--- src/rtl/slad_pkg.sv ---
// Shared types, codes and constants for the status LED animator.
// Holds the raised-cosine pulse table built at elaboration; no dependencies.
package slad_pkg;

    // Phase resolution of the charging pulse.
    localparam int PHASE_BITS = 8;
    localparam int PHASE_SPAN = 1 << PHASE_BITS;

    // Age counter in microseconds, kept modulo one second.
    localparam int AGE_W     = 20;
    localparam int AGE_SUM_W = AGE_W + 1;
    localparam logic [AGE_W-1:0]     ONE_SECOND_US  = 20'd1000000;
    localparam logic [AGE_SUM_W-1:0] TWO_SECONDS_US = 21'd2000000;
    localparam logic [AGE_W-1:0]     HALF_PERIOD_US = 20'd250000;
    localparam logic [AGE_W-1:0]     FULL_PERIOD_US = 20'd500000;
    localparam logic [AGE_W-1:0]     THREE_HALF_US  = 20'd750000;

    // Reciprocal of one second for the phase: phase = (age * RECIP) >> RECIP_SHIFT.
    // The shift is wide enough that the rounded-up reciprocal gives the exact floor.
    localparam int RECIP_SHIFT = 40;
    localparam int RECIP_W     = PHASE_BITS + 21;
    localparam int PROD_W      = AGE_W + RECIP_W;
    localparam logic [RECIP_W-1:0] PHASE_RECIP =
        RECIP_W'(((64'd1 << (PHASE_BITS + RECIP_SHIFT)) + 64'd999999) / 64'd1000000);

    // Q30 constants for the table generator.
    localparam logic [63:0] Q30_ONE = 64'd1073741824;
    localparam logic [63:0] PI_Q30  = 64'd3373259426;

    // Request kinds.
    localparam logic [1:0] MODE_TICK       = 2'd0;
    localparam logic [1:0] MODE_SET_STATE  = 2'd1;
    localparam logic [1:0] MODE_SET_COLOUR = 2'd2;

    // Animation states.
    localparam logic [2:0] ST_OFF      = 3'd0;
    localparam logic [2:0] ST_IDLE     = 3'd1;
    localparam logic [2:0] ST_CHARGING = 3'd2;
    localparam logic [2:0] ST_CHARGED  = 3'd3;
    localparam logic [2:0] ST_ALERT    = 3'd4;

    // Fixed colour levels.
    localparam logic [7:0] LEVEL_DIM    = 8'h40;
    localparam logic [7:0] LEVEL_STEADY = 8'hC0;
    localparam logic [7:0] LEVEL_FULL   = 8'hFF;

    typedef struct packed {
        logic [1:0]       mode;
        logic [AGE_W-1:0] elapsed_us;
        logic [2:0]       new_state;
        logic [7:0]       red;
        logic [7:0]       green;
        logic [7:0]       blue;
    } item_t;

    typedef struct packed {
        logic [7:0] red;
        logic [7:0] green;
        logic [7:0] blue;
    } colour_t;

    typedef struct packed {
        colour_t    colour;
        logic [2:0] state;
    } result_t;

    typedef logic [7:0] pulse_lut_t [PHASE_SPAN];

    // Blue level at one phase: sin^2 of the folded angle by a Taylor series in Q30.
    function automatic logic [7:0] pulse_level(input int unsigned idx);
        logic [63:0] span;
        logic [63:0] p;
        logic [63:0] a;
        logic [63:0] a2;
        logic [63:0] t;
        logic [63:0] sn;
        logic [63:0] s;
        logic [63:0] v;
        span = 64'd1 << PHASE_BITS;
        p    = 64'(idx);
        if (p > span - p)
        begin
            p = span - p;
        end
        a  = (PI_Q30 * p) >> PHASE_BITS;
        a2 = (a * a) >> 30;
        t  = Q30_ONE - a2 / 64'd72;
        t  = Q30_ONE - ((a2 * t) >> 30) / 64'd42;
        t  = Q30_ONE - ((a2 * t) >> 30) / 64'd20;
        t  = Q30_ONE - ((a2 * t) >> 30) / 64'd6;
        sn = (a * t) >> 30;
        s  = (sn * sn) >> 30;
        v  = (s * 64'd255) >> 30;
        return (v > 64'd255) ? 8'hFF : v[7:0];
    endfunction

    function automatic pulse_lut_t build_pulse_lut();
        pulse_lut_t lut;
        for (int i = 0; i < PHASE_SPAN; i++)
        begin
            lut[i] = pulse_level(i);
        end
        return lut;
    endfunction

    localparam pulse_lut_t PULSE_LUT = build_pulse_lut();

endpackage

--- src/rtl/slad_colour.sv ---
// Animation colour for a given state and age.
// Uses slad_pkg for the pulse table, phase reciprocal and state codes.
module slad_colour (
    input  logic [2:0]                state,
    input  logic [slad_pkg::AGE_W-1:0] age,
    output slad_pkg::colour_t         colour
);
    import slad_pkg::*;

    logic [PROD_W-1:0]     phase_prod;
    logic [PHASE_BITS-1:0] phase;
    logic                  odd_quarter;

    // Phase of the one-second pulse: the floor of age * 2^PHASE_BITS / 1e6.
    assign phase_prod = PROD_W'(age) * PROD_W'(PHASE_RECIP);
    assign phase      = phase_prod[RECIP_SHIFT +: PHASE_BITS];

    // The alert wave is dark in the second and fourth quarter second.
    assign odd_quarter = (age >= HALF_PERIOD_US) ^ (age >= FULL_PERIOD_US)
                       ^ (age >= THREE_HALF_US);

    // Colour per animation state.
    always_comb
    begin
        colour = '0;
        case (state)
            ST_IDLE:
            begin
                colour.red   = LEVEL_DIM;
                colour.green = LEVEL_DIM;
                colour.blue  = LEVEL_DIM;
            end
            ST_CHARGING:
            begin
                colour.blue = PULSE_LUT[phase];
            end
            ST_CHARGED:
            begin
                colour.green = LEVEL_STEADY;
            end
            ST_ALERT:
            begin
                colour.red = odd_quarter ? 8'h00 : LEVEL_FULL;
            end
            default:
            begin
                colour = '0;
            end
        endcase
    end

endmodule

--- src/rtl/slad_outreg.sv ---
// Result register that faces the output channel.
// Uses slad_pkg for the result type.
module slad_outreg (
    input  logic              clk,
    input  logic              rst_n,
    input  logic              load,
    input  slad_pkg::result_t load_data,
    output logic              load_ready,
    output logic              out_valid,
    input  logic              out_ready,
    output slad_pkg::result_t out_data
);
    import slad_pkg::*;

    logic    valid_reg;
    result_t data_reg;

    // A new result may enter when the register is empty or is being drained.
    assign load_ready = !valid_reg || out_ready;
    assign out_valid  = valid_reg;
    assign out_data   = data_reg;

    // Valid flag.
    always_ff @(posedge clk or negedge rst_n)
    begin
        if (!rst_n)
        begin
            valid_reg <= 1'b0;
        end
        else if (load)
        begin
            valid_reg <= 1'b1;
        end
        else if (out_ready)
        begin
            valid_reg <= 1'b0;
        end
    end

    // Result payload.
    always_ff @(posedge clk)
    begin
        if (load)
        begin
            data_reg <= load_data;
        end
    end

endmodule

--- src/rtl/slad_core.sv ---
// Input register, animation state and per-request update logic.
// Uses slad_pkg and instantiates slad_colour.
module slad_core (
    input  logic              clk,
    input  logic              rst_n,
    input  logic              in_valid,
    output logic              in_ready,
    input  slad_pkg::item_t   item,
    input  logic              load_ready,
    output logic              load,
    output slad_pkg::result_t result
);
    import slad_pkg::*;

    logic                 item_valid_reg;
    item_t                item_reg;
    logic [2:0]           anim_state_reg;
    logic [2:0]           anim_state_next;
    logic                 override_reg;
    logic                 override_next;
    logic [AGE_W-1:0]     age_reg;
    logic [AGE_W-1:0]     age_next;
    logic [AGE_SUM_W-1:0] age_sum;
    logic [AGE_W-1:0]     age_wrapped;
    logic                 advance;
    logic                 has_result;
    logic [2:0]           eval_state;
    logic [AGE_W-1:0]     eval_age;
    colour_t              anim_colour;

    // The held request moves on once the result register can take its result.
    assign advance  = item_valid_reg && load_ready;
    assign in_ready = !item_valid_reg || load_ready;
    assign load     = advance && has_result;

    // Advance the age and wrap it into one second; at most two wraps are needed.
    assign age_sum = AGE_SUM_W'(age_reg) + AGE_SUM_W'(item_reg.elapsed_us);
    always_comb
    begin
        if (age_sum >= TWO_SECONDS_US)
        begin
            age_wrapped = AGE_W'(age_sum - TWO_SECONDS_US);
        end
        else if (age_sum >= AGE_SUM_W'(ONE_SECOND_US))
        begin
            age_wrapped = AGE_W'(age_sum - AGE_SUM_W'(ONE_SECOND_US));
        end
        else
        begin
            age_wrapped = age_sum[AGE_W-1:0];
        end
    end

    // Next state and result for the held request.
    always_comb
    begin
        anim_state_next = anim_state_reg;
        override_next   = override_reg;
        age_next        = age_reg;
        has_result      = 1'b0;
        eval_state      = anim_state_reg;
        eval_age        = age_wrapped;
        case (item_reg.mode)
            MODE_TICK:
            begin
                age_next   = age_wrapped;
                has_result = !override_reg;
            end
            MODE_SET_STATE:
            begin
                if (item_reg.new_state <= ST_ALERT)
                begin
                    anim_state_next = item_reg.new_state;
                    override_next   = 1'b0;
                    age_next        = '0;
                    has_result      = 1'b1;
                    eval_state      = item_reg.new_state;
                    eval_age        = '0;
                end
            end
            MODE_SET_COLOUR:
            begin
                override_next = 1'b1;
                has_result    = 1'b1;
            end
            default:
            begin
                has_result = 1'b0;
            end
        endcase
    end

    slad_colour u_colour (
        .state  (eval_state),
        .age    (eval_age),
        .colour (anim_colour)
    );

    // A colour request passes its own colour; the others take the animation.
    always_comb
    begin
        result.state = anim_state_next;
        if (item_reg.mode == MODE_SET_COLOUR)
        begin
            result.colour.red   = item_reg.red;
            result.colour.green = item_reg.green;
            result.colour.blue  = item_reg.blue;
        end
        else
        begin
            result.colour = anim_colour;
        end
    end

    // Control and animation state.
    always_ff @(posedge clk or negedge rst_n)
    begin
        if (!rst_n)
        begin
            item_valid_reg <= 1'b0;
            anim_state_reg <= ST_OFF;
            override_reg   <= 1'b0;
            age_reg        <= '0;
        end
        else
        begin
            if (in_ready)
            begin
                item_valid_reg <= in_valid;
            end
            if (advance)
            begin
                anim_state_reg <= anim_state_next;
                override_reg   <= override_next;
                age_reg        <= age_next;
            end
        end
    end

    // Held request payload.
    always_ff @(posedge clk)
    begin
        if (in_valid && in_ready)
        begin
            item_reg <= item;
        end
    end

    // The age never reaches one second.
    a_age_range: assert property (@(posedge clk) disable iff (!rst_n)
        age_reg < ONE_SECOND_US)
        else $error("age counter out of range");

    // Only defined animation states are ever held.
    a_state_range: assert property (@(posedge clk) disable iff (!rst_n)
        anim_state_reg <= ST_ALERT)
        else $error("animation state out of range");

    // A colour request turns on manual override.
    a_override_set: assert property (@(posedge clk) disable iff (!rst_n)
        (advance && item_reg.mode == MODE_SET_COLOUR) |=> override_reg)
        else $error("override not set after colour request");

    // A valid state request restarts the age and ends override.
    a_state_restart: assert property (@(posedge clk) disable iff (!rst_n)
        (advance && item_reg.mode == MODE_SET_STATE && item_reg.new_state <= ST_ALERT)
        |=> (age_reg == '0 && !override_reg))
        else $error("state request did not restart the animation");

endmodule

--- src/rtl/status_led_animator.sv ---
// Status LED animator: takes requests (tick, state change or manual colour) and
// returns the LED colour each one causes. An accepted request is held in the input
// register, where a single pass through the age update, one multiply for the pulse
// phase and a table lookup feeds the result register. With out_ready held high the
// block sustains one request per cycle; a full result register that is not being
// drained stalls in_ready.
// Ticks under manual override, unused modes and unknown states give no result.
module status_led_animator (
    input  logic        clk,
    input  logic        rst_n,
    input  logic        in_valid,
    output logic        in_ready,
    input  logic [1:0]  mode,
    input  logic [19:0] elapsed_us,
    input  logic [2:0]  new_state,
    input  logic [7:0]  red_in,
    input  logic [7:0]  green_in,
    input  logic [7:0]  blue_in,
    output logic        out_valid,
    input  logic        out_ready,
    output logic [7:0]  red_out,
    output logic [7:0]  green_out,
    output logic [7:0]  blue_out,
    output logic [2:0]  current_state
);
    import slad_pkg::*;

    item_t   item;
    result_t core_result;
    result_t out_data;
    logic    load;
    logic    load_ready;

    // Gather the request fields.
    assign item.mode       = mode;
    assign item.elapsed_us = elapsed_us;
    assign item.new_state  = new_state;
    assign item.red        = red_in;
    assign item.green      = green_in;
    assign item.blue       = blue_in;

    slad_core u_core (
        .clk        (clk),
        .rst_n      (rst_n),
        .in_valid   (in_valid),
        .in_ready   (in_ready),
        .item       (item),
        .load_ready (load_ready),
        .load       (load),
        .result     (core_result)
    );

    slad_outreg u_outreg (
        .clk        (clk),
        .rst_n      (rst_n),
        .load       (load),
        .load_data  (core_result),
        .load_ready (load_ready),
        .out_valid  (out_valid),
        .out_ready  (out_ready),
        .out_data   (out_data)
    );

    // Split the result onto the output ports.
    assign red_out       = out_data.colour.red;
    assign green_out     = out_data.colour.green;
    assign blue_out      = out_data.colour.blue;
    assign current_state = out_data.state;

endmodule

--- config.mk ---
export PLATFORM = sky130hd
export DESIGN_NAME = status_led_animator
export DESIGN_NICKNAME = d
export VERILOG_FILES = /design/src/rtl/slad_pkg.sv /design/src/rtl/slad_colour.sv /design/src/rtl/slad_outreg.sv /design/src/rtl/slad_core.sv /design/src/rtl/status_led_animator.sv
export SDC_FILE = /design/constraint.sdc
export NUM_CORES = 1
export LEC_CHECK = 0
export ABC_CLOCK_PERIOD_IN_PS = 18100
export BUFFER_PORTS_ARGS = -buffer_cell sky130_fd_sc_hd__buf_4
export CAP_MARGIN = 20
export CELL_PAD_IN_SITES_DETAIL_PLACEMENT = 1
export CELL_PAD_IN_SITES_GLOBAL_PLACEMENT = 1
export CORE_UTILIZATION = 55
export CTS_BUF_LIST = sky130_fd_sc_hd__clkbuf_4
export CTS_CLUSTER_SIZE = 30
export DETAILED_ROUTE_END_ITERATION = 16
export HOLD_SLACK_MARGIN = 0.03
export MAX_ROUTING_LAYER = met4
export PLACE_DENSITY = 0.87
export RECOVER_POWER = 50
export SYNTH_ARGS = -nofsm -noshare
export SYNTH_HDL_FRONTEND = slang
export SYNTH_SLANG_ARGS = --single-unit
export TNS_END_PERCENT = 10
--- constraint.sdc ---
create_clock -name clk -period 18.1 [get_ports clk]
set_input_delay 2.715 -clock clk [delete_from_list [all_inputs] [get_ports clk]]
set_output_delay 2.715 -clock clk [all_outputs]
set_load 0.005 [all_outputs]
==> flow_summary.yaml <==
route:
  detail-route-antenna-nets: 0
  post_drt_wl_per_cell_um: 25.5
  totalWireLength_um: 54700
  drtIter0Drc: 1279
  routed_via_density: 6.38
  vias: 13700
  dr.pass1.iters: 5
  drc: 0
timing:
  fmaxAchievable_mhz: 69.5
  tightest_slew_ns: 2.94
  relSlewSlack_pct: -96.3
  hold_violations: 0
  setup_viol: 0
  min_period_over_period_pct: 79.5
  finalMaxSlewViolations: 77
  period_needed_ns: 14.40
  rsz0062_at_grt: "no"
  skew_ns: 0.0388
  setup_tns_ns: 0
final_layout:
  nets: 2238
  largest_reg_flops: 49
  area_growth_pct: 7.31
  layout-drive-gt1-share_pct: 9.61
clocking:
  htreeDepth: 3
  clock_path_buffers: 2
  clock-root-buffer: "clkbuf_4"
  clk_pin_slew_ns: 0.18
  ctsResizeCount: 0
  clkSinkCount: 102
  cts_tree: "yes"
  cts_buffers: 9
  cts_hold_buf: 0
  postCtsSetupBuffers: 0
  clock_latency_ns: 0.49
synth:
  synth_area_leaders: "fa_1 22%, ha_1 20%, edfxtp_1 14%"
  async_flop_share_pct: 25.5
  ys_warn_count: 0
  synth.distinct_cells: 95
  synth.top_cells.by_count: "269 x inv_1, 257 x ha_1, 175 x fa_1, 118 x nand2_1, 88 x a21oi_1"
  yosysMostFrequentCell: "inv_1"
  ys_ff_latch: 102
  syn_area_per_cell_sq_um: 9.55
  synthFlopType: "edfxtp_1"
  yosysSeqAreaShare_pct: 18.1
  synthesis.area_sq_mm: 0.0162
  syn_inst: 1698
  synth_fp_nets: 2183
  synth.top_cell.area_share_pct: 21.6
  synth-edff-count: 76
  synth_top_area_cell: "fa_1"
status:
  violations: "max-capacitance violations, max-slew violations"
  outcome: "finished, violations left"
floorplan:
  core_area_sq_mm: 0.0289
  die_h_um: 174
  dieWidth_um: 174
  ios: 82
  placementRows: 62
  start_util_pct: 56.2
  die_area_sq_mm: 0.0302
placed_design:
  io_buffers: 81
  hpwl_um: 45800
  place_congestion: 0.978
global_route:
  grt.total_usage_pct: 38.5
  grt_pass1_vias: 15000
  grt_pass1_wl_um: 86700
  grt_overflow: 0
  antenna_found_initial: 2
  grt_max_degree: 50
worst_setup_path:
  critPathKind: "flip-flop to flip-flop"
  slowest_delay_ns: 0.67
  cp_common_cell: "fa_1"
  crit_path_start_kind: "flip-flop"
  required_ns: 18.35
  critPathMaxFanout: 29
  critical_path.endpoint_type: "flip-flop"
  cp.arrival_ns: 14.64
  cpMaxStageDelayCell: "a2111oi_0"
min_path:
  hold_class: "flip-flop to flip-flop"
run:
  cap_violations: 2
## layout make-up
cell class | instances | area, sq um
antenna | 1 | 2.50
clock buffer | 9 | 67.6
clock inverter | 7 | 68.8
fill | 3267 | 11400
inverter | 271 | 1020
multi-input combinational | 1265 | 12100
sequential | 102 | 2930
tap | 384 | 480
timing repair buffer | 104 | 752
## path summary, 6_finish.rpt
path | slack (ns) | endpoint | cells after the start | start
max reg2reg | 3.70 | u_outreg.out_data[7] | 41 | u_core.item_reg[27]
min in group asynchronous | 2.61 | u_core.age_reg[9] | 1 | rst_n
max in group asynchronous | 14.50 | u_core.age_reg[13] | 1 | rst_n
max | 3.70 | u_outreg.out_data[7] | 41 | u_core.item_reg[27]
min reg2reg | 0.53 | u_core.anim_state_reg[2] | 2 | u_core.anim_state_reg[2]
min | 0.53 | u_core.anim_state_reg[2] | 2 | u_core.anim_state_reg[2]
## stage by stage
stage / std cells / hold WS (ns) / util, % / area, sq um / setup WS, ns
finish: 2143 / 0.526 / 60.3 / 17400 / 3.70
global route: 2143 / 0.557 / 60.3 / 17400 / 3.12
CTS: 2142 / 0.522 / 60.4 / 17400 / 3.87
detailed placement: 2126 / 0.483 / 59.9 / 17300 / 3.97
global placement: 2125 / 0.468 / 59.9 / 17300 / 4.35
floorplan: 1698 / 0.451 / - / 16200 / 6.00
## per-layer routing
| layer | track usage [%] | vias up | share of wire [%] | wire length [um] |
|---|---|---|---|---|
| met4 | 15.0 | 0 | 4.3 | 2340 |
| met2 | 64.9 | 512 | 50 | 27500 |
| met5 | - | - | 0 | 0 |
| met1 | 47.6 | 6938 | 41 | 22300 |
| met3 | 4.01 | 133 | 4.8 | 2610 |
| li1 | - | 6079 | - | - |
## cells in the final DEF, fill, tap and decap left out, types with 20 or more instances in the layout
cell	n
inv_1	269
ha_1	257
fa_1	175
nand2_1	118
a21oi_1	88
nor2_1	85
edfxtp_1	76
o21ai_0	71
clkbuf_4	55
buf_4	50
a21o_1	33
nand3_1	28
dfrtp_1	26
and2_1	24
xnor2_1	22
o211ai_1	20
## kinds of logic after synthesis
| logic type | Yosys count | synth area share (%) |
|---|---|---|
| adder cells (fa/ha/maj) | 432 | 41.4 |
| AO/OA/AOI/OAI | 405 | 17.7 |
| AND/OR/NAND/NOR | 373 | 11.5 |
| buffers and inverters | 331 | 7.76 |
| flip-flops | 102 | 18.1 |
| XOR/XNOR | 39 | 2.29 |
| multiplexers | 16 | 1.33 |
## critical path: cells and delay by family (launching register included)
| family | cells | cell delay (ns) |
|---|---|---|
| adder cells (fa/ha/maj) | 10 | 4.44 |
| flip-flops | 1 | 0.44 |
| buffers and inverters | 7 | 1.44 |
| AND/OR/NAND/NOR | 7 | 2.49 |
| AO/OA/AOI/OAI | 15 | 4.93 |
| XOR/XNOR | 2 | 0.38 |
Power is left out: the tool's default activity adds up to more than one toggle a clock period on the data nets, which glitch-free logic cannot reach.
